**src/hw/rtl/cgrb_pkg.sv**
```systemverilog
// Shared types, constants and helper functions of the clipped glyph row blitter.
`timescale 1ns / 1ps

package cgrb_pkg;

    localparam int MAX_GLYPHS  = 256;
    localparam int MAX_GLYPH_H = 32;
    localparam int MAX_GLYPH_W = 16;

    localparam int GLYPH_IDX_W = $clog2(MAX_GLYPHS);
    localparam int ROW_IDX_W   = $clog2(MAX_GLYPH_H);
    localparam int MEM_AW      = GLYPH_IDX_W + ROW_IDX_W;
    localparam int MEM_DEPTH   = MAX_GLYPHS * MAX_GLYPH_H;

    localparam int CFG_IDX_W  = 3;
    localparam int CFG_DATA_W = 13;

    localparam int S_TDATA_W = 96;
    localparam int M_TDATA_W = 88;

    localparam logic [12:0] SURF_MAX = 13'd4096;
    localparam logic [4:0]  WD_CAP   = 5'd16;
    localparam logic [5:0]  HT_CAP   = 6'd32;
    localparam logic [31:0] COLOR_MASK = 32'hFFFF_FFFF;

    typedef enum logic [CFG_IDX_W-1:0] {
        CFG_SURF_WIDTH   = 3'd0,
        CFG_SURF_HEIGHT  = 3'd1,
        CFG_GLYPH_WIDTH  = 3'd2,
        CFG_GLYPH_HEIGHT = 3'd3,
        CFG_FIRST_CODE   = 3'd4,
        CFG_GLYPH_COUNT  = 3'd5
    } t_cfg_idx;

    typedef enum logic {
        KIND_LOAD = 1'b0,
        KIND_DRAW = 1'b1
    } t_kind;

    typedef enum logic [1:0] {
        S_IDLE,
        S_CLIP,
        S_PLAN,
        S_ROWS
    } t_state;

    typedef struct packed {
        logic [12:0] surf_width;
        logic [12:0] surf_height;
        logic [4:0]  glyph_width;
        logic [5:0]  glyph_height;
        logic [7:0]  first_code;
        logic [8:0]  glyph_count;
    } t_cfg;

    // Clip results handed from the geometry unit to the row sequencer.
    typedef struct packed {
        logic        rowless;
        logic [4:0]  adv;
        logic [11:0] row0;
        logic [11:0] col;
        logic [4:0]  nc;
        logic [3:0]  xb;
        logic [5:0]  nl;
        logic [4:0]  yb;
        logic [GLYPH_IDX_W-1:0] k;
        logic [15:0] cmask;
        logic [31:0] color;
        logic        opq;
    } t_geom;

    function automatic logic [12:0] sat_surf(input logic [12:0] v);
        return (v > SURF_MAX) ? SURF_MAX : v;
    endfunction

    function automatic logic [4:0] sat_wd(input logic [4:0] v);
        return (v > WD_CAP) ? WD_CAP : v;
    endfunction

    function automatic logic [5:0] sat_ht(input logic [5:0] v);
        return (v > HT_CAP) ? HT_CAP : v;
    endfunction

endpackage

```
**src/hw/rtl/cgrb_clip.sv**
```systemverilog
// Two-stage clip unit: glyph lookup index and visible window of one draw beat.
`timescale 1ns / 1ps

module cgrb_clip (
    input  logic                 i_clk,
    input  logic                 i_rst_n,
    input  logic                 i_start,
    input  cgrb_pkg::t_cfg       i_cfg,
    input  logic [12:0]          i_pos_x,
    input  logic [12:0]          i_pos_y,
    input  logic [7:0]           i_char_code,
    input  logic [31:0]          i_color,
    input  logic                 i_opaque,
    output logic                 o_geom_vld,
    output cgrb_pkg::t_geom      o_geom
);

    logic [12:0] surf_w;
    logic [12:0] surf_h;
    logic [4:0]  wd;
    logic [5:0]  ht;

    // Stage one
    logic [7:0]  k;
    logic        absent;
    logic [11:0] xs;
    logic        right_out;
    logic [12:0] xb;
    logic [14:0] ys;

    logic        r_s1_vld;
    logic        r_s2_vld;
    logic        r_absent;
    logic        r_right_out;
    logic [7:0]  r_k;
    logic [11:0] r_xs;
    logic [12:0] r_xb;
    logic [14:0] r_ys;
    logic [31:0] r_color;
    logic        r_opq;

    // Stage two
    logic        below;
    logic        left_out;
    logic [14:0] yb_full;
    logic        above;
    logic [12:0] ys_c;
    logic [12:0] cols_surf;
    logic [4:0]  cols_glyph;
    logic [4:0]  nc;
    logic [12:0] rows_surf;
    logic [5:0]  rows_glyph;
    logic [5:0]  nl;
    logic [16:0] mask_wide;
    logic        rowless;
    logic [4:0]  adv;

    t_geom_assign: assert final (1'b1);

    assign surf_w = cgrb_pkg::sat_surf(i_cfg.surf_width);
    assign surf_h = cgrb_pkg::sat_surf(i_cfg.surf_height);
    assign wd     = cgrb_pkg::sat_wd(i_cfg.glyph_width);
    assign ht     = cgrb_pkg::sat_ht(i_cfg.glyph_height);

    always_comb begin
        k         = (i_char_code == 8'd0) ? 8'd0 : (i_char_code - i_cfg.first_code);
        absent    = ({1'b0, k} >= i_cfg.glyph_count);
        xs        = i_pos_x[12] ? 12'd0 : i_pos_x[11:0];
        right_out = ({1'b0, xs} >= surf_w);
        xb        = i_pos_x[12] ? (13'd0 - i_pos_x) : 13'd0;
        ys        = {2'b00, surf_h} - {{2{i_pos_y[12]}}, i_pos_y} - {9'd0, ht};
    end

    always_ff @(posedge i_clk) begin
        if (!i_rst_n) begin
            r_s1_vld <= 1'b0;
            r_s2_vld <= 1'b0;
        end else begin
            r_s1_vld <= i_start;
            r_s2_vld <= r_s1_vld;
        end
    end

    always_ff @(posedge i_clk) begin
        if (i_start) begin
            r_absent    <= absent;
            r_right_out <= right_out;
            r_k         <= k;
            r_xs        <= xs;
            r_xb        <= xb;
            r_ys        <= ys;
            r_color     <= i_color & cgrb_pkg::COLOR_MASK;
            r_opq       <= i_opaque;
        end
    end

    always_comb begin
        below      = ($signed(r_ys) >= $signed({2'b00, surf_h}));
        left_out   = (r_xb >= {8'd0, wd});
        yb_full    = r_ys[14] ? (15'd0 - r_ys) : 15'd0;
        above      = (yb_full >= {9'd0, ht});
        ys_c       = r_ys[14] ? 13'd0 : r_ys[12:0];
        cols_surf  = surf_w - {1'b0, r_xs};
        cols_glyph = wd - r_xb[4:0];
        nc         = (cols_surf < {8'd0, cols_glyph}) ? cols_surf[4:0] : cols_glyph;
        rows_surf  = surf_h - ys_c;
        rows_glyph = ht - yb_full[5:0];
        nl         = (rows_surf < {7'd0, rows_glyph}) ? rows_surf[5:0] : rows_glyph;
        mask_wide  = (17'd1 << nc) - 17'd1;

        // The first clip test that fires decides the advance of a rowless beat.
        rowless = 1'b1;
        adv     = 5'd0;
        priority if (r_absent) begin
            adv = 5'd0;
        end else if (r_right_out) begin
            adv = wd;
        end else if (below) begin
            adv = 5'd0;
        end else if (left_out) begin
            adv = wd;
        end else if (above) begin
            adv = 5'd0;
        end else if (nl == 6'd0) begin
            adv = nc;
        end else begin
            rowless = 1'b0;
            adv     = nc;
        end
    end

    always_ff @(posedge i_clk) begin
        if (r_s1_vld) begin
            o_geom.rowless <= rowless;
            o_geom.adv     <= adv;
            o_geom.row0    <= ys_c[11:0];
            o_geom.col     <= r_xs;
            o_geom.nc      <= nc;
            o_geom.xb      <= r_xb[3:0];
            o_geom.nl      <= nl;
            o_geom.yb      <= yb_full[4:0];
            o_geom.k       <= r_k;
            o_geom.cmask   <= mask_wide[15:0];
            o_geom.color   <= r_color;
            o_geom.opq     <= r_opq;
        end
    end

    assign o_geom_vld = r_s2_vld;

endmodule

```
**config.mk**
```make
export PLATFORM = sky130hd
export DESIGN_NAME = cgrb_clip
export DESIGN_NICKNAME = d
export VERILOG_FILES = /design/src/hw/rtl/cgrb_pkg.sv /design/src/hw/rtl/cgrb_clip.sv
export SDC_FILE = /design/constraint.sdc
export NUM_CORES = 1
export LEC_CHECK = 0
export BUFFER_PORTS_ARGS = -buffer_cell sky130_fd_sc_hd__buf_2
export CORE_UTILIZATION = 35
export CTS_BUF_LIST = sky130_fd_sc_hd__clkbuf_4
export CTS_CLUSTER_DIAMETER = 200
export CTS_CLUSTER_SIZE = 12
export DETAILED_ROUTE_END_ITERATION = 8
export REMOVE_ABC_BUFFERS = 1
export SETUP_SLACK_MARGIN = 0.1
export SLEW_MARGIN = 25
export SYNTH_ARGS = -nofsm -noshare
export SYNTH_HDL_FRONTEND = slang
export SYNTH_SLANG_ARGS = --single-unit
```
**constraint.sdc**
```tcl
create_clock -name i_clk -period 5.8 [get_ports i_clk]
set_clock_uncertainty 0.2 [all_clocks]
set_input_delay 0.87 -clock i_clk [delete_from_list [all_inputs] [get_ports i_clk]]
set_output_delay 0.87 -clock i_clk [all_outputs]
set_load 0.005 [all_outputs]
```
Yosys cells after proc, flatten, opt, wreduce, memory -nomap -nowiden
Index checks and enable logic that the tools add are counted.
- output and inout port bits: 108
- register bits: 192
- logic and storage cells: 62
- $lt $le $gt $ge: 11
- shift operators: 1
- reduce and logical (&&, ||, !) cells: 3
- multiplexer cells: 15
- add/sub/neg operators: 10
- operators by type and width (cell ; number):
    $mux W13 ; 3
    $mux W5 ; 6
    $gt A13 B13 Y1 const B ; 2
    $shl A1 B5 Y16 const A ; 1
    $sub A16 B1 Y16 const B ; 1
    $ge A15 B14 Y1 ; 1
    $ge A15 B6 Y1 ; 1
    $mux W15 ; 1
    $sub A1 B15 Y15 const A ; 1
    $sub A14 B13 Y15 ; 1
    $sub A15 B6 Y15 ; 1
    $ge A12 B13 Y1 ; 1
    $ge A13 B5 Y1 ; 1
    $lt A13 B5 Y1 ; 1
    $lt A13 B6 Y1 ; 1
    $sub A1 B13 Y13 const A ; 1
    $sub A13 B12 Y13 ; 1
    $sub A13 B13 Y13 ; 1
    $mux W12 ; 1
    $mux W6 ; 2
    $ge A8 B9 Y1 ; 1
    $logic_not A8 Y1 ; 1
    $mux W8 ; 1
    $sub A8 B8 Y8 ; 1
    other kinds (7) ; 7

Depth between registers and ports, before layout
- depth in word-level cells: 9
- mapped depth: 26

Least setup slack after synthesis
No wires, ideal clock.
- path type: input port to flip-flop
- from: input port i_cfg[53] in the netlist's numbering
- to: register o_geom[45] in the netlist's numbering, data pin
- stages: 25
- arrival time: 5.237 ns
- path slack: 0.100 ns
- library setup time: 0.262 ns
- cell sequence: inv_1 clkbuf_1 nand2_1 ha_1 inv_1 fa_1 a211oi_1 nor2_1 a21o_1 inv_1 ha_1 o21ai_0 a21oi_1 a2111oi_0 o2111ai_1 nor3_4 buf_6 mux2_1 nand3_1 ha_1 clkinv_1 nand3_1 mux2i_1 mux2i_1 o22ai_1
- word-level cells in the longest chain between the ends: 7
- RTL lines (element ; line ; text):
    start: declaration ; cgrb_clip.sv:8 ; input cgrb_pkg::t_cfg i_cfg,
    $gt A13 B13 Y1 ; cgrb_pkg.sv:73 ; return (v > SURF_MAX) ? SURF_MAX : v;
    $mux W13 * ; cgrb_pkg.sv:73 ;
    $sub A13 B12 Y13 * ; cgrb_clip.sv:103 ; cols_surf = surf_w - {1'b0, r_xs};
    $lt A13 B5 Y1 ; cgrb_clip.sv:105 ; nc = (cols_surf < {8'd0, cols_glyph}) ? cols_surf[4:0] : cols_glyph;
    $mux W5 * ; cgrb_clip.sv:105 ;
    $shl A1 B5 Y16 * ; cgrb_clip.sv:109 ; mask_wide = (17'd1 << nc) - 17'd1;
    $sub A16 B1 Y16 * ; cgrb_clip.sv:109 ;
    net mask_wide[12] ; cgrb_clip.sv:54 ; logic [16:0] mask_wide;
    end: declaration ; cgrb_clip.sv:15 ; output cgrb_pkg::t_geom o_geom
Mark *: on every way through the listed nets, which the timed path passes. The rest lies on a longest branch.
A chain may end at the register's enable or synchronous reset.

Worst setup path in the final report
- from: input port i_cfg[27] in the netlist's numbering
- to: register o_geom[45] in the netlist's numbering, data pin
- word-level cells in the longest chain between the ends: 7
- RTL lines (element ; line ; text):
    $gt A5 B5 Y1 ; cgrb_pkg.sv:77 ; return (v > WD_CAP) ? WD_CAP : v;
    $mux W5 * ; cgrb_pkg.sv:77 ;
    $sub A5 B5 Y5 * ; cgrb_clip.sv:104 ; cols_glyph = wd - r_xb[4:0];
    $lt A13 B5 Y1 ; cgrb_clip.sv:105 ;
    $mux W5 * ; cgrb_clip.sv:105 ;
    $shl A1 B5 Y16 * ; cgrb_clip.sv:109 ;
    $sub A16 B1 Y16 * ; cgrb_clip.sv:109 ;
    net mask_wide[12] ; cgrb_clip.sv:54 ;
Marked as above.

==> results by stage <==
Status:
- The flow ran to the end, and the final reports show no timing, DRC or antenna violations.

Synth:
- The count of state elements after synthesis is 192.
- By area the synthesized netlist is led by sky130_fd_sc_hd__edfxtp_1 (49%), sky130_fd_sc_hd__ha_1 (13%), sky130_fd_sc_hd__inv_1 (4.8%), sky130_fd_sc_hd__nand2_1 (2.5%), sky130_fd_sc_hd__xnor2_1 (2.2%).
- The number of distinct library cells after synthesis is 72.
- Synthesis produced 1039 cells.
- The synthesized design devotes to its leading area cell type 49.4% of total area.
- Summed over all instances, the cell type with the most area after synthesis is sky130_fd_sc_hd__edfxtp_1.
- Sequential cells were found to cover 49.7% of the synthesized design area.
- For this run, asynchronously set or reset flops after synthesis account for 0%.
- Sorting the synthesized cells by how often they occur yields sky130_fd_sc_hd__edfxtp_1 (190), sky130_fd_sc_hd__inv_1 (148), sky130_fd_sc_hd__ha_1 (117).
- The synthesized netlist occupies a cell area of 11600 um^2.
- During synthesis, Yosys emitted a total of 0 warnings.
- The most used flip-flop cell after synthesis is sky130_fd_sc_hd__edfxtp_1.
- The dominant cell by count in the synthesized netlist is sky130_fd_sc_hd__edfxtp_1.
- Dividing the synthesized area by the synthesized cell count gives 11.1 um^2.
- The count of flip-flops with a built-in enable after synthesis is 190.

Floorplan:
- The vertical extent of the die is 184 um.
- The die width is 184 um.
- The placeable core region is 32500 um^2.
- For this configuration, the core starts out at a cell density of 35.5%.
- The count of pins on the block boundary is 232.
- The die footprint is 33800 um^2.
- After floorplanning, the core was divided into 66 placement rows.

Placement:
- Once detailed placement completed, the half-perimeter wirelength came to 21600 um.
- In this run the tool buffered the top-level ports with 231 buffer cells.
- Routability-driven placement finished with a final weighted congestion of 0.903.
- The total placed cells including tap cells is 1720.

Power:
- The design internal power is 2.48 mW.
- For this design the static power due to leakage is 6.13 nW.
- The share of total power in the clock network is 20.8%.
- The share of total power dissipated in sequential elements is 47.2%.
- The combinational share of power is 32.0%.
- Of the total power, the share spent switching nets is 34.3%.
- The net switching component of the power is 1.30 mW.
- The peak ir drop on the vdd network is 127 uV.
- The power density over the cells is 276 nW/um^2.

Route:
- The routed wire length on met3 is 1770 um.
- In the detailed route, the total length drawn on met2 is 12300 um.
- The top metal layer carrying routed signals is met5.
- Dividing the detail-routed via count by the number of cells gives 4.85.
- The count of nets left with antenna violations once routing finished came out at 0.
- The count of vias placed by the detailed router is 8496.
- For this block, the routed nets add up to 27400 um of wire.
- The routed length on met1 is 13000 um.
- For this block, the initial DRC count from the detailed router was 495.
- The first TritonRoute pass finished after 5 iterations.
- The residual DRC count is 0.
- The detailed-route wire length per cell is 15.6 um.

Timing:
- The number of hold violations in the final report is 0.
- The worst path uses 91.5% of the clock period.
- The count of final max-slew check failures was 0.
- The count of final setup violators is 0.
- Setup repair after global routing left no endpoint under its margin.
- In this run the tightest slew margin relative to its limit is 44.8%.
- The worst path in the final design needs a cycle of 5.31 ns, including I/O delays and setup.
- The actual slew at the worst max-slew pin is 0.827 ns.
- Static timing analysis puts the maximum clock frequency at 188 MHz.

Layout:
- Across the whole layout, storage elements account for 5750 um^2.
- The count of filler cells inserted in the layout is 3262.
- Once layout is complete, the cells apart from fillers number 1753.
- The final layout net count is 1550.
- The area growth from synthesis to layout is 18.5%.
- Cells fill 42.1% of the core in the end.
- The area of combinational cells with multiple inputs is 5180 um^2.
- The fraction of layout cells with a size suffix above 1 is 24.0%.

Setup path:
- The nature of the critical path startpoint is a primary input.
- The required time at the worst-slack endpoint is 6.05 ns.
- Among all stages on the critical path, the largest delay is contributed by sky130_fd_sc_hd__fa_1.
- The worst register-to-register path begins at r_xb[0]$_SDFFCE_PN0P_.
- In this run the critical register-to-register path is captured at o_geom[45]$_DFFE_PP_.
- The worst stage delay on the critical path is 0.39 ns.
- The critical path endpoint category is a flip-flop.
- The type of the worst setup path is primary input to flip-flop.
- The number of cells on the worst reg-to-reg path is 22.
- Along the worst path, the maximum fanout reaches 13.
- The register-to-register path setup slack is 0.59 ns.
- The data arrival time at the worst-slack endpoint is 5.56 ns.

Clock network:
- The clock passes through at most 2 buffers.
- CTS built an H-tree with a depth of 4.
- For the worst-skew pair, the clock arrives at the later sink with an insertion delay of 0.61 ns.
- The root buffer cell is sky130_fd_sc_hd__clkbuf_4.
- Counting the buffers created by CTS gives 17.
- The total clock sinks is 192.
- The TritonCTS clock tree is done.
- The clock edge transition at the registers on the reported setup and hold paths is 0.19 ns.

Job:
- Across the run, the number of max-cap violations was 0.

Hold path:
- The startpoint identified for the worst hold timing path is i_color[24].
- The worst hold-check path type is primary input to flip-flop.
- Counting instances, the worst hold path has a depth of 1.
- For hold timing, the worst endpoint is r_color[24]$_DFFE_PP_.

Global route:
- The first-pass GRT wire length is 43000 um.
- The global router's overall resource usage is 16.4%.
- The number of antenna violations at the first check in global routing is 4.
- The largest net degree at the start of global routing is 61.
- The number of global-route vias before repair is 8192.
- Global routing finished with a remaining overflow of 0.
-- power groups by stage --
| stage | logic (mW) | clock network (mW) | registers, mW |
|---|---|---|---|
| 2_1_floorplan | 0.785 | 0 | 1.82 |
| 3_3_place_gp | 1.18 | 0 | 1.82 |
| 3_5_place_dp | 1.20 | 0 | 1.82 |
| 4_1_cts | 1.21 | 0.826 | 1.79 |
| 5_1_grt | 1.37 | 0.866 | 1.81 |
| 6_report | 1.21 | 0.785 | 1.79 |
-- cell families (layout without fill, tap and decap cells) --
kind of cell	after synthesis	after routing	share of synthesized area, %
flops	192	192	49.7
xor+xnor	39	39	2.95
buf+inv	165	436	5.55
compound gates	174	174	10.1
simple gates	306	306	13.6
mux	34	34	3.29
other cells	0	1	0
fa+ha+maj	129	129	14.7
-- worst max-delay path, delay by kind of cell --
kind	cells	cell delay [ns]
AO/OA/AOI/OAI	6	1.16
XOR/XNOR	1	0.16
adder cells (fa/ha/maj)	4	1.12
buffers and inverters	6	0.69
multiplexers	3	0.59
AND/OR/NAND/NOR	5	0.96
-- cells in the final DEF (no fill, tap or decap), types with 8 or more instances in the layout --
cell	instances
sky130_fd_sc_hd__buf_4	25
sky130_fd_sc_hd__a21o_1	21
sky130_fd_sc_hd__a21oi_1	35
sky130_fd_sc_hd__nand2b_1	25
sky130_fd_sc_hd__mux2i_1	20
sky130_fd_sc_hd__buf_2	230
sky130_fd_sc_hd__nor3_1	25
sky130_fd_sc_hd__ha_1	117
sky130_fd_sc_hd__clkbuf_4	17
sky130_fd_sc_hd__mux2_2	10
sky130_fd_sc_hd__fa_1	12
sky130_fd_sc_hd__edfxtp_1	190
sky130_fd_sc_hd__nand2_1	76
sky130_fd_sc_hd__o21ai_0	43
sky130_fd_sc_hd__xor2_1	10
sky130_fd_sc_hd__and3_1	10
sky130_fd_sc_hd__nand4_1	11
sky130_fd_sc_hd__nand3_1	13
sky130_fd_sc_hd__nor4_1	10
sky130_fd_sc_hd__or3_1	8
sky130_fd_sc_hd__nor2b_1	23
sky130_fd_sc_hd__and2_1	14
sky130_fd_sc_hd__xnor2_1	29
sky130_fd_sc_hd__nor2_1	62
sky130_fd_sc_hd__inv_1	148
sky130_fd_sc_hd__a211oi_1	8
-- registers in the layout (all words and copies together), names as in the netlist --
signal,count
o_geom,107
o_geom_vld,1
r_absent,1
r_color,32
r_k,8
r_opq,1
r_right_out,1
r_s1_vld,1
r_xb,13
r_xs,12
r_ys,15
-- per-layer routing --
metal,global-route usage (%),vias to the layer above
li1,-,4233
met5,0,-
met3,4.71,26
met4,4.47,4
met1,22.3,4028
met2,25.5,205
-- worst max path at each step --
stage | from | to | slack, ns | depth (start not counted)
final | i_cfg[27] | o_geom[45]$_DFFE_PP_ | 0.49 | 25
after global routing | i_cfg[27] | o_geom[45]$_DFFE_PP_ | 0.12 | 25
after CTS | i_cfg[53] | o_geom[45]$_DFFE_PP_ | 0.46 | 25
after detailed placement | i_cfg[53] | o_geom[39]$_DFFE_PP_ | -0.19 | 23
after global placement | i_cfg[27] | o_geom[41]$_DFFE_PP_ | 0.05 | 23
after floorplan | i_cfg[53] | o_geom[45]$_DFFE_PP_ | -0.40 | 21
-- stage by stage --
stage               power, mW  TNS [ns]  instance area, um^2  hold slack [ns]  setup slack [ns]
floorplan                2.60     -1.90                11500            0.200            -0.397
global placement         3.00         0                13400            0.200            0.0522
detailed placement       3.02    -0.831                13400            0.205            -0.185
CTS                      3.82         0                13700            0.164             0.463
global route             4.04         0                13700            0.142             0.124
finish                   3.78         0                13700            0.222             0.490
-- layout make-up --
class | instances | area share [%]
timing repair buffer | 255 | 9.77
tap | 442 | 4.04
multi-input combinational | 682 | 37.8
clock buffer | 17 | 0.932
antenna | 1 | 0.0183
clock inverter | 15 | 1.38
inverter | 149 | 4.08
sequential | 192 | 42.0
-- timing repair --
action | in CTS | in global routing
resized for setup | 0 | 2
endpoints found under the setup margin | 0 | 5
setup buffers | 0 | 0
hold endpoints to repair | 0 | 0
hold buffers | 0 | 0
Power figures use the tool's default switching activity.
